### src/rtl/kcs_pkg.sv
package kcs_pkg;

   localparam int MaxKeysDefault = 256;
   localparam int TimeW = 32;
   localparam int ValW = 32;
   localparam int FracW = 17;
   localparam int CountW = 9;

   localparam logic CmdWrite = 1'b0;
   localparam logic CmdSample = 1'b1;

   typedef struct packed {
      logic command;
      logic [7:0] key_slot;
      logic [31:0] key_time;
      logic signed [31:0] key_x;
      logic signed [31:0] key_y;
      logic signed [31:0] key_z;
      logic signed [31:0] key_w;
      logic [31:0] sample_time;
   } req_type;

   typedef struct packed {
      logic signed [31:0] value_x;
      logic signed [31:0] value_y;
      logic signed [31:0] value_z;
      logic signed [31:0] value_w;
      logic held;
   } rsp_type;

   typedef enum logic [3:0] {
      ST_IDLE,
      ST_RD0,
      ST_CHK0,
      ST_SRCH,
      ST_SCMP,
      ST_DIV,
      ST_RDB,
      ST_MUL,
      ST_LERP,
      ST_OUT
   } state_type;

endpackage

### src/rtl/kcs_divider.sv
// Restoring divider: quotient = (num << 16) / den, 17-bit result, one bit per cycle.
module kcs_divider (
   input  logic clock,
   input  logic reset,
   input  logic start,
   input  logic [31:0] num,
   input  logic [31:0] den,
   output logic done,
   output logic [kcs_pkg::FracW-1:0] quot
);
   import kcs_pkg::*;

   logic [32:0] rem_ff, rem_in;
   logic [47:0] shf_ff, shf_in;
   logic [31:0] den_ff, den_in;
   logic [FracW-1:0] q_ff, q_in;
   logic [5:0] cnt_ff, cnt_in;
   logic busy_ff, busy_in;
   logic [33:0] trial;
   logic [32:0] rsh;

   always_comb begin
      rem_in = rem_ff;
      shf_in = shf_ff;
      den_in = den_ff;
      q_in = q_ff;
      cnt_in = cnt_ff;
      busy_in = busy_ff;
      rsh = '0;
      trial = '0;
      if (start) begin
         rem_in = '0;
         shf_in = {num, 16'd0};
         den_in = den;
         q_in = '0;
         cnt_in = 6'd48;
         busy_in = 1'b1;
      end else if (busy_ff) begin
         rsh = {rem_ff[31:0], shf_ff[47]};
         trial = {1'b0, rsh} - {2'b00, den_ff};
         shf_in = {shf_ff[46:0], 1'b0};
         if (!trial[33]) begin
            rem_in = trial[32:0];
            q_in = {q_ff[FracW-2:0], 1'b1};
         end else begin
            rem_in = rsh;
            q_in = {q_ff[FracW-2:0], 1'b0};
         end
         cnt_in = cnt_ff - 6'd1;
         if (cnt_ff == 6'd1) busy_in = 1'b0;
      end
   end

   always_ff @(posedge clock) begin
      if (reset) begin
         busy_ff <= 1'b0;
         cnt_ff <= '0;
      end else begin
         busy_ff <= busy_in;
         cnt_ff <= cnt_in;
      end
      rem_ff <= rem_in;
      shf_ff <= shf_in;
      den_ff <= den_in;
      q_ff <= q_in;
   end

   assign done = busy_ff && (cnt_ff == 6'd1) && !start;
   assign quot = q_in;
endmodule

### config.mk
export PLATFORM = sky130hd
export DESIGN_NAME = kcs_divider
export DESIGN_NICKNAME = d
export VERILOG_FILES = /design/src/rtl/kcs_pkg.sv /design/src/rtl/kcs_divider.sv
export SDC_FILE = /design/constraint.sdc
export NUM_CORES = 1
export LEC_CHECK = 0
export BUFFER_PORTS_ARGS = -buffer_cell sky130_fd_sc_hd__buf_2
export CORE_AREA = 10 10 159 161
export CTS_BUF_LIST = sky130_fd_sc_hd__clkbuf_8
export DETAILED_ROUTE_END_ITERATION = 12
export DIE_AREA = 0 0 169 171
export SETUP_SLACK_MARGIN = 0.05
export SYNTH_ARGS = -nofsm -noshare
export SYNTH_HDL_FRONTEND = slang
export SYNTH_SLANG_ARGS = --single-unit
### constraint.sdc
create_clock -name clock -period 3.87 [get_ports clock]
set_clock_uncertainty 0.05 [all_clocks]
set_input_delay 0.1935 -clock clock [delete_from_list [all_inputs] [get_ports clock]]
set_output_delay 0.1935 -clock clock [all_outputs]
set_load 0.01 [all_outputs]
==> impl_results.md, run 1 <==
* Status: finished clean
* Vias at 5,105
* Synth unique cells at 56
* Main flop type after synthesis: edfxtp_1
* Ys async rst share at 0
* Peak supply drop at 0.221 mV
* Max-slew violations at 0
* P per Cell Area at 390 nW/um^2
* DRT Pass-1 Iters at 4
* # DRC at 0
* Count leader, synth: nor2_1
* Worst endpoint required time at 3.63 ns
* Antenna cells at 0
* Area contributors post-synth: edfxtp_1 29%, dfxtp_1 17%, ha_1 6.5%
* CP Cell Sequence: inv_1 > ha_1 > a21o_1 > a211oi_2 > a21oi_1 > a221o_1 > a21oi_2 > o21a_2 > a211oi_1 > buf_2
* Root Driver: clkbuf_8
* Clock H-tree levels at 4
* Leakage power at 3.50 nW
* Syn Nets at 731
* # clock sinks at 120
* Mean Syn Cell Area at 10.4 um^2
* Share of the yosys chip area belonging to registers at 0.465
* Port bufs at 84
* I/O pin count at 85
* Layout area overhead at 27.0%
* DR vias/cell at 4.75
* TritonCTS clock tree: yes
* Vias in the first global route at 5,168
* Overall power at 3.24 mW
* EDFF count, synth at 64
* GRT overflow at 0
* Site Rows at 55
* Yosys Warn Count at 0
* Post-CTS Hold Fix Bufs at 65
* GP Congestion at 0.857
* Clock transition at the registers of the reported paths at 0.08 ns
* RSZ-0062 raised after global routing: false
* Total core area at 22,200 um^2
* Post-CTS Setup Bufs at 0
* Clock tree buffer depth at 2
* CP max FO at 28
* Die ar. at 28,900 um^2
* WL final at 15,700 um
* Post-synth top area cell: edfxtp_1
* Max frequency at 282 MHz
* # setup viols final at 0
* Die Y at 171 um
* Largest net degree at the start of global routing at 60
* CTS buffer count at 17
* Yosys reg bits at 120
* Final ANT Viol Nets at 0
* Post-layout min period at 3.55 ns
* Wirelength per Cell at 14.7 um
* Mapped Cells at 629
* Fin Hold WS at 0.278 ns
* Post-CTS resize count at 0
* Clock latency on the worst-skew pair at 0.46 ns
* Slowest cell on crit path: o21a_2
* First-pass GRT wire length at 26,300 um
* Period utilization at 0.917
* WP data arrival at 3.30 ns
* Critical path class: reg -> out
* Die width at 169 um
* Initial Utilization at 0.294
* Top-area cell type share of the netlist area at 0.294
* Tot GR Track Use at 0.112
* CP bufs+invs at 2
* Cell Area, Synth at 6540 um^2
* Startpoint types: register
* Hold Path Class: in -> reg
* Delay-heaviest family, CP: compound AO/OA/AOI/OAI gates
* Nets at 878
* Setup crit end kind: output port
* DP HPWL at 10,800 um
* Number of max-cap violations at 0
* Slew headroom at 0.391
* Worst slew pin tran at 0.910 ns
* Post-synth top cells: 70 x nor2_1, 64 x edfxtp_1, 56 x dfxtp_1
* Final Hold Fails at 0
* Initial antenna violation count at 0
* Initial DRC count at 227
* CP max stage delay at 0.59 ns
* Fin Setup TNS at 0 ns
* Share of layout cells above drive strength 1 at 0.238
-- logic make-up (layout without fill, tap and decap cells) --
| kind of cell | after synthesis | after routing | share of synthesized area |
|---|---|---|---|
| xor+xnor | 29 | 29 | 0.0388 |
| simple gates | 158 | 158 | 0.113 |
| fa+ha+maj | 35 | 35 | 0.0681 |
| compound gates | 152 | 152 | 0.169 |
| mux | 59 | 59 | 0.0968 |
| buf+inv | 76 | 236 | 0.0488 |
| flops | 120 | 120 | 0.465 |
-- layer usage --
| metal | up-vias | wire (um) | GRT usage |
|---|---|---|---|
| li1 | 2580 | - | - |
| met1 | 2411 | 7040 | 0.133 |
| met2 | 99 | 7510 | 0.180 |
| met3 | 15 | 1000 | 0.0450 |
| met4 | 0 | 196 | 0.0405 |
| met5 | - | 0 | 0 |
-- registers in the layout (all words and copies together), names as in the netlist --
signal / cells
rem_ff: 32
q_ff: 17
den_ff: 32
cnt_ff: 6
shf_ff: 32
busy_ff: 1
-- final cells by class --
cell class	instances	area (um^2)
Inverter	45	169
Sequential cell	120	3040
Multi-Input combinational cell	433	3180
Clock inverter	15	178
Fill cell	2223	13900
Timing Repair Buffer	159	1150
Tap cell	285	357
Clock buffer	17	234
-- placed cells by master (no fill, tap or decap), types with 11 or more instances in the layout --
cell type / Yosys / routed
ha_1: 34 / 34
xnor2_1: 16 / 16
dfxtp_1: 56 / 55
a21oi_1: 37 / 37
nor2_1: 70 / 70
edfxtp_1: 64 / 64
inv_1: 45 / 45
xor2_1: 13 / 13
mux2i_1: 25 / 25
a211oi_2: 14 / 14
nand2_1: 29 / 29
clkbuf_8: 0 / 17
mux2_2: 34 / 34
o21ai_0: 19 / 19
buf_4: 2 / 11
buf_2: 3 / 83
nor3_1: 11 / 11
a21o_1: 17 / 17
dlygate4sd3_1: 0 / 65
-- path summary, 6_finish.rpt --
path,start,slack (ns),cells past startpoint,end
worst max-delay path,den_ff[4]$_DFFE_PP_,0.32,10,quot[0]
worst min-delay path,start,0.28,2,q_ff[7]$_DFF_P_
worst max register to register,shf_ff[47]$_DFFE_PP_,0.55,12,rem_ff[28]$_SDFFE_PP0P_
worst min register to register,rem_ff[14]$_SDFFE_PP0P_,0.44,2,rem_ff[14]$_SDFFE_PP0P_
-- power breakdown --
part	internal [mW]	leakage [nW]	switching [mW]
Clock	0.549	0.210	0.639
Sequential	1.44	1.09	0.0463
Combinational	0.271	2.20	0.298
-- worst reg2reg max path, delay by kind of cell (launching register included) --
kind	cells	cell delay, ns
adders and majority gates	2	0.60
DFF	1	0.36
xor gates and xnor gates	1	0.17
buffers and inverters	1	0.05
and+or+nand+nor	2	0.36
AOI/OAI and AO/OA	6	1.60
-- per-stage QoR --
step                      utilization  std cells  setup WS [ns]  instance area [um^2]
after detailed placement        0.326        977          0.558                  7240
after CTS                       0.374       1074          0.263                  8310
after floorplan                     -        629           1.19                  6540
after global placement          0.326        977          0.593                  7240
final                           0.374       1074          0.323                  8310
after global routing            0.374       1074          0.137                  8310
Note: power is estimated with default switching activity, not from simulation.
==> run 2, diff against run 1 <==
Clock period 3.87 ns to 3.85 ns, I/O delays scaled along.
==> impl_results.md, run 2 (synthesis gave the netlist of run 1 again) <==
* Layout area overhead at 26.8% (was 27.0%)
* Peak supply drop at 0.220 mV (was 0.221 mV)
* CTS buffer count at 17 (unchanged)
* Fill cell count at 2,197 (was 2,223)
* Max frequency at 291 MHz
* Die width at 169 um (unchanged)
* Critical path class: reg -> out (unchanged)
* TritonCTS clock tree: yes (unchanged)
* Leading cell types in the layout, fill and taps excluded: 83 x buf_2, 70 x nor2_1, 65 x dlygate4sd3_1 (unchanged)
* Max-slew violations at 0 (unchanged)
* Clock H-tree levels at 4 (unchanged)
* Tot GR Track Use at 0.110 (was 0.112)
* Area post-placement at 7240 um^2 (about the same)
* Worst flop-to-flop path startpoint: shf_ff[47]$_DFFE_PP_ (unchanged)
* Hold Startpoint: start (unchanged)
* Initial Utilization at 0.294 (unchanged)
* Final Hold Fails at 0 (unchanged)
* WL final at 15,700 um (about the same)
* Site Rows at 55 (unchanged)
* Startpoint types: register (unchanged)
* Initial DRC count at 245 (was 227)
* Status: finished clean (unchanged)
* Area of the multi-input gates at 3180 um^2 (about the same)
* Hold endpoint: rem_ff[15]$_SDFFE_PP0P_ (was q_ff[7]$_DFF_P_)
* Root Driver: clkbuf_8 (unchanged)
* Leading cell type in the layout, fill and taps excluded: buf_2 (unchanged)
* WP data arrival at 3.20 ns (was 3.30 ns)
* Post-layout min period at 3.44 ns
* Worst endpoint required time at 3.61 ns (was 3.63 ns)
* Worst slew pin tran at 0.892 ns (was 0.910 ns)
* Number of max-cap violations at 0 (unchanged)
* Largest net degree at the start of global routing at 60 (unchanged)
* # DRC at 0 (unchanged)
* Largest regs: den_ff x32, rem_ff x32, shf_ff x32 (unchanged)
* CP max FO at 21 (was 28)
* Setup crit end kind: output port (unchanged)
* Initial antenna violation count at 1 (was 0)
* Nets at 876 (was 878)
* Total core area at 22,200 um^2 (unchanged)
* Post-route cell area at 8290 um^2 (was 8310 um^2)
* Reg2reg setup slack at 0.67 ns (was 0.55 ns)
* Overall power at 3.20 mW (was 3.24 mW)
* R2R Path End: rem_ff[28]$_SDFFE_PP0P_ (unchanged)
* Share of layout cells above drive strength 1 at 0.236 (was 0.238)
* Clock tree buffer depth at 2 (unchanged)
* DRT Pass-1 Iters at 5 (was 4)
* Leakage power at 3.49 nW (was 3.50 nW)
* P per Cell Area at 386 nW/um^2 (was 390 nW/um^2)
* Vias in the first global route at 5,203 (was 5,168)
* Wirelength per Cell at 14.6 um (was 14.7 um)
* Vias at 5,078 (was 5,105)
* Fin Setup TNS at 0 ns (unchanged)
* Die Y at 171 um (unchanged)
* GRT overflow at 0 (unchanged)
* Period utilization at 0.894
* Port bufs at 84 (unchanged)
* # setup viols final at 0 (unchanged)
* GP Congestion at 0.843 (was 0.857)
* RSZ-0062 raised after global routing: false (unchanged)
* # clock sinks at 120 (unchanged)
* Hold Path Class: in -> reg (unchanged)
* Final cell utilization of the core at 0.373 (was 0.374)
* DP HPWL at 10,900 um (was 10,800 um)
* First-pass GRT wire length at 25,900 um (was 26,300 um)
* I/O pin count at 85 (unchanged)
* Final ANT Viol Nets at 0 (unchanged)
* Die ar. at 28,900 um^2 (unchanged)
* Slew headroom at 0.403 (was 0.391)
* Register area at 3040 um^2 (unchanged)
* Clock latency on the worst-skew pair at 0.45 ns (was 0.46 ns)
* Hold Path Stages at 2 (unchanged)
* Reg2reg path depth at 12 (unchanged)
* Clock transition at the registers of the reported paths at 0.08 ns (about the same)
* DR vias/cell at 4.73 (was 4.75)
## run 2: metrics by stage
| step | cells | hold slack, ns | setup WS (ns) |
|---|---|---|---|
| final | 1073 | 0.104 | 0.409 |
| after global placement | 975 | 0.320 | 0.784 |
| after floorplan | 629 | 0.215 | 1.17 |
| after global routing | 1073 | 0.0948 | 0.138 |
| after CTS | 1072 | 0.0788 | 0.189 |
| after detailed placement | 975 | 0.321 | 0.664 |
## run 2: how the worst max path moves through the flow
stage / endpoint / cells past startpoint / from
final: quot[0] / 11 / den_ff[4]$_DFFE_PP_
after CTS: quot[0] / 11 / den_ff[4]$_DFFE_PP_
after detailed placement: rem_ff[10]$_SDFFE_PP0P_ / 11 / rem_ff[3]$_SDFFE_PP0P_
after floorplan: rem_ff[28]$_SDFFE_PP0P_ / 12 / shf_ff[47]$_DFFE_PP_
after global placement: rem_ff[10]$_SDFFE_PP0P_ / 12 / den_ff[4]$_DFFE_PP_
after global routing: quot[0] / 11 / den_ff[4]$_DFFE_PP_
## run 2: per-layer routing
layer,up-vias,wire length [um],track usage
met4,0,218,0.0413
met2,123,7290,0.176
li1,2570,-,-
met5,-,0,0
met3,14,980,0.0420
met1,2371,7190,0.132
## run 2: area by class of cell
type                       instances  area share
multi-input combinational        433       0.384
sequential                       120       0.367
timing repair buffer             157       0.138
tap                              285      0.0430
clock buffer                      17      0.0282
inverter                          45      0.0204
clock inverter                    15      0.0186
antenna                            1    0.000302
## run 2: worst max-delay path: stages (launching register included)
cell and delay (ns):
edfxtp_1 0.33, inv_1 0.04, ha_1 0.34, a21o_1 0.21, a211oi_2 0.23, a21oi_1 0.13, a221o_1 0.44, a21oi_2 0.20
o21a_4 0.35, buf_12 0.21, a211oi_1 0.09, buf_2 0.17
## run 2: power by group
group          internal (mW)  leakage, nW  switching [mW]
Combinational          0.273         2.20           0.307
Sequential              1.45         1.09          0.0415
Clock                  0.536        0.195           0.595
Total                   2.26         3.49           0.944
## run 2: repair_timing
action | in CTS | in global routing
hold endpoints to repair | 71 | 0
buffers inserted | 0 | 0
setup endpoints to repair | 0 | 1
hold buffers | 65 | 0
gates resized for setup | 0 | 1
==> run 3, diff against run 2 <==
Settings changed: ABC_AREA set to 1, CORE_AREA 10 10 159 161 to 10 10 166 168, DIE_AREA 0 0 169 171 to 0 0 176 178.
==> impl_results.md, run 3 <==
* Fill cell count at 2,588 (was 2,197)
* Fin Setup TNS at 0 ns (unchanged)
* Critical path class: reg -> out (unchanged)
* Slew headroom at 0.386 (was 0.403)
* WL final at 20,000 um (was 15,700 um)
* CTS buffer count at 17 (unchanged)
* I/O pin count at 85 (unchanged)
* Layout area overhead at 25.0% (was 26.8%)
* Mapped Cells at 1,030 (was 629)
* Mean Syn Cell Area at 6.99 um^2 (was 10.4 um^2)
* Yosys reg bits at 120 (unchanged)
* Finished Layout Cells at 1,518 (was 1,073)
* GP Congestion at 0.884 (was 0.843)
* Die Y at 178 um (was 171 um)
* Reg2reg setup slack at 1.15 ns (was 0.67 ns)
* Initial antenna violation count at 1 (unchanged)
* Vias at 6,593 (was 5,078)
* DP HPWL at 14,500 um (was 10,900 um)
* DR vias/cell at 4.34 (was 4.73)
* Startpoint types: register (unchanged)
* Worst endpoint required time at 3.61 ns (about the same)
* CP Cell Sequence: inv_1 > ha_1 > nand2_2 > inv_1 > nand2_1 > nand2_1 > inv_2 > nand3_2 > nand2_2 > nand2_2 > nand2_2 > nand2_4 > nand2_2 > o21ai_0 > buf_2 (was inv_1 > ha_1 > a21o_1 > a211oi_2 > a21oi_1 > a221o_1 > a21oi_2 > o21a_4 > buf_12 > a211oi_1 > buf_2)
* Top cell by count, worst path: nand2_2
* Hold Path Class: in -> reg (unchanged)
* TritonCTS clock tree: yes (unchanged)
* Setup crit end kind: output port (unchanged)
* DRT Pass-1 Iters at 5 (unchanged)
* CP max stage delay at 0.41 ns (was 0.44 ns)
* Max-slew violations at 0 (unchanged)
* Leading cell type in the layout, fill and taps excluded: nand2_1 (was buf_2)
* Period utilization at 0.842 (was 0.894)
* Slowest cell on crit path: nand2_2 (was a221o_1)
* Site Rows at 57 (was 55)
* Ys async rst share at 0 (unchanged)
* Status: finished clean (unchanged)
* Die width at 176 um (was 169 um)
* Synth unique cells at 38 (was 56)
* Root Driver: clkbuf_8 (unchanged)
* GRT overflow at 0 (unchanged)
* Met3 usage at 0.0376 (was 0.0420)
* # clock sinks at 120 (unchanged)
* First-pass GRT wire length at 33,400 um (was 25,900 um)
* Max frequency at 309 MHz (was 291 MHz)
* Port bufs at 84 (unchanged)
* Vias in the first global route at 6,662 (was 5,203)
* WP data arrival at 3.00 ns (was 3.20 ns)
* Initial DRC count at 339 (was 245)
* Die ar. at 31,300 um^2 (was 28,900 um^2)
* # DRC at 0 (unchanged)
* Initial Utilization at 0.299 (was 0.294)
* Total core area at 24,100 um^2 (was 22,200 um^2)
* Leakage power at 4.73 nW (was 3.49 nW)
* RSZ-0062 raised after global routing: false (unchanged)
* Largest regs: den_ff x32, rem_ff x32, shf_ff x32 (unchanged)
* Overall power at 2.97 mW (was 3.20 mW)
* Share of layout cells above drive strength 1 at 0.122 (was 0.236)
* Area contributors post-synth: edfxtp_1 27%, nand2_1 23%, dfxtp_1 16% (was edfxtp_1 29%, dfxtp_1 17%, ha_1 6.5%)
* Count leader, synth: nand2_1 (was nor2_1)
* Final ANT Viol Nets at 0 (unchanged)
* GRT met1 Usage at 0.167 (was 0.132)
* Share of the yosys chip area belonging to registers at 0.423 (was 0.465)
* Clock H-tree levels at 4 (unchanged)
* Global routing's busiest layer: met2 (unchanged)
* Final Hold Fails at 0 (unchanged)
* P per Cell Area at 331 nW/um^2 (was 386 nW/um^2)
* Delay-heaviest family, CP: simple AND/OR/NAND/NOR gates (was compound AO/OA/AOI/OAI gates)
* Clock transition at the registers of the reported paths at 0.09 ns (was 0.08 ns)
* Tot GR Track Use at 0.132 (was 0.110)
* Met2 usage at 0.214 (was 0.176)
* Post-layout min period at 3.24 ns (was 3.44 ns)
* Number of max-cap violations at 0 (unchanged)
* Main flop type after synthesis: edfxtp_1 (unchanged)
* Post-CTS resize count at 0 (unchanged)
* Clock latency on the worst-skew pair at 0.47 ns (was 0.45 ns)
* CP max FO at 23 (was 21)
* Post-synth top area cell: edfxtp_1 (unchanged)
* Post-CTS Setup Bufs at 0 (unchanged)
* CP bufs+invs at 4 (was 3)
* Leading cell types in the layout, fill and taps excluded: 441 x nand2_1, 170 x inv_1, 84 x buf_2 (was 83 x buf_2, 70 x nor2_1, 65 x dlygate4sd3_1)
* Final cell utilization of the core at 0.373 (about the same)
* Yosys Warn Count at 0 (unchanged)
* Syn Nets at 1,132 (was 731)
* # setup viols final at 0 (unchanged)
* Worst slew pin tran at 0.916 ns (was 0.892 ns)
* Placed insts at 1,420 (was 975)
* Peak supply drop at 0.194 mV (was 0.220 mV)
* Clock tree buffer depth at 2 (unchanged)
* Post-synth top cells: 441 x nand2_1, 171 x inv_1, 76 x nand3_1 (was 70 x nor2_1, 64 x edfxtp_1, 56 x dfxtp_1)
* Nets at 1,282 (was 876)
* Top-area cell type share of the netlist area at 0.267 (was 0.294)
* Cell Area, Synth at 7200 um^2 (was 6540 um^2)
* Wirelength per Cell at 13.2 um (was 14.6 um)
* EDFF count, synth at 64 (unchanged)
* Largest net degree at the start of global routing at 47 (was 60)
-- run 3: cell types whose count changed after synthesis, moves of 18 or more --
cell,delta
nand2_1,+412
inv_1,+126
nand3_1,+68
mux2_2,-34
mux2i_1,-25
nor2_1,-22
a21oi_1,-18
-- run 3: logic make-up after synthesis --
logic type	share of synthesized area
xor gates and xnor gates	0.0195
adders and majority gates	0.0619
DFF	0.423
and+or+nand+nor	0.348
buffers and inverters	0.109
AOI/OAI and AO/OA	0.0395
-- run 3: final cells by class --
| class | instances | area, um^2 | share of cell area |
|---|---|---|---|
| tap | 324 | 405 | 0.0451 |
| clock inverter | 15 | 154 | 0.0171 |
| antenna | 1 | 2.50 | 0.000278 |
| inverter | 177 | 664 | 0.0738 |
| timing repair buffer | 155 | 1120 | 0.124 |
| clock buffer | 17 | 234 | 0.0260 |
| sequential | 120 | 3040 | 0.338 |
| multi-input combinational | 709 | 3380 | 0.375 |
-- run 3: report_power, final --
part / switching [mW] / total, mW / leakage (nW) / internal (mW)
clock: 0.633 / 1.17 / 0.196 / 0.536
combinational: 0.206 / 0.354 / 3.44 / 0.149
sequential: 0.0237 / 1.45 / 1.09 / 1.43
-- run 3: repair_timing --
action	in CTS	in global routing
endpoints found under the hold margin	65	0
setup endpoints to repair	0	0
hold buffers	65	0
-- run 3: worst reg2reg max path, cell delays in order (launching register included) --
cell	delay, ns
edfxtp_1	0.34
inv_1	0.04
ha_1	0.35
nand2_2	0.12
nor2_2	0.16
nand3_1	0.11
nand3_2	0.15
nand2_2	0.08
nand2_2	0.07
nand2_2	0.32
nand2_4	0.16
buf_4	0.36
nand3_1	0.14
nand2_1	0.09
nand2_1	0.05
-- run 3: path summary, 6_finish.rpt --
| check | from | end | depth (start not counted) |
|---|---|---|---|
| min reg2reg | rem_ff[25]$_SDFFE_PP0P_ | rem_ff[25]$_SDFFE_PP0P_ | 2 |
| min | start | den_ff[31]$_DFFE_PP_ | 1 |
| max reg2reg | den_ff[7]$_DFFE_PP_ | rem_ff[26]$_SDFFE_PP0P_ | 14 |
| max | den_ff[7]$_DFFE_PP_ | quot[0] | 15 |
-- run 3: routing by layer --
| metal | vias up | wire [um] |
|---|---|---|
| met3 | 21 | 1180 |
| met5 | - | 0 |
| met4 | 0 | 312 |
| met1 | 2919 | 9490 |
| li1 | 3497 | - |
| met2 | 156 | 9030 |
-- run 3: stage by stage --
step	cell area [um^2]	hold WS, ns	setup slack, ns
after floorplan	7200	0.241	1.53
after global placement	7960	0.320	1.10
after detailed placement	7960	0.321	1.07
after CTS	8990	0.239	0.547
after global routing	9000	0.256	0.343
final	9000	0.223	0.610
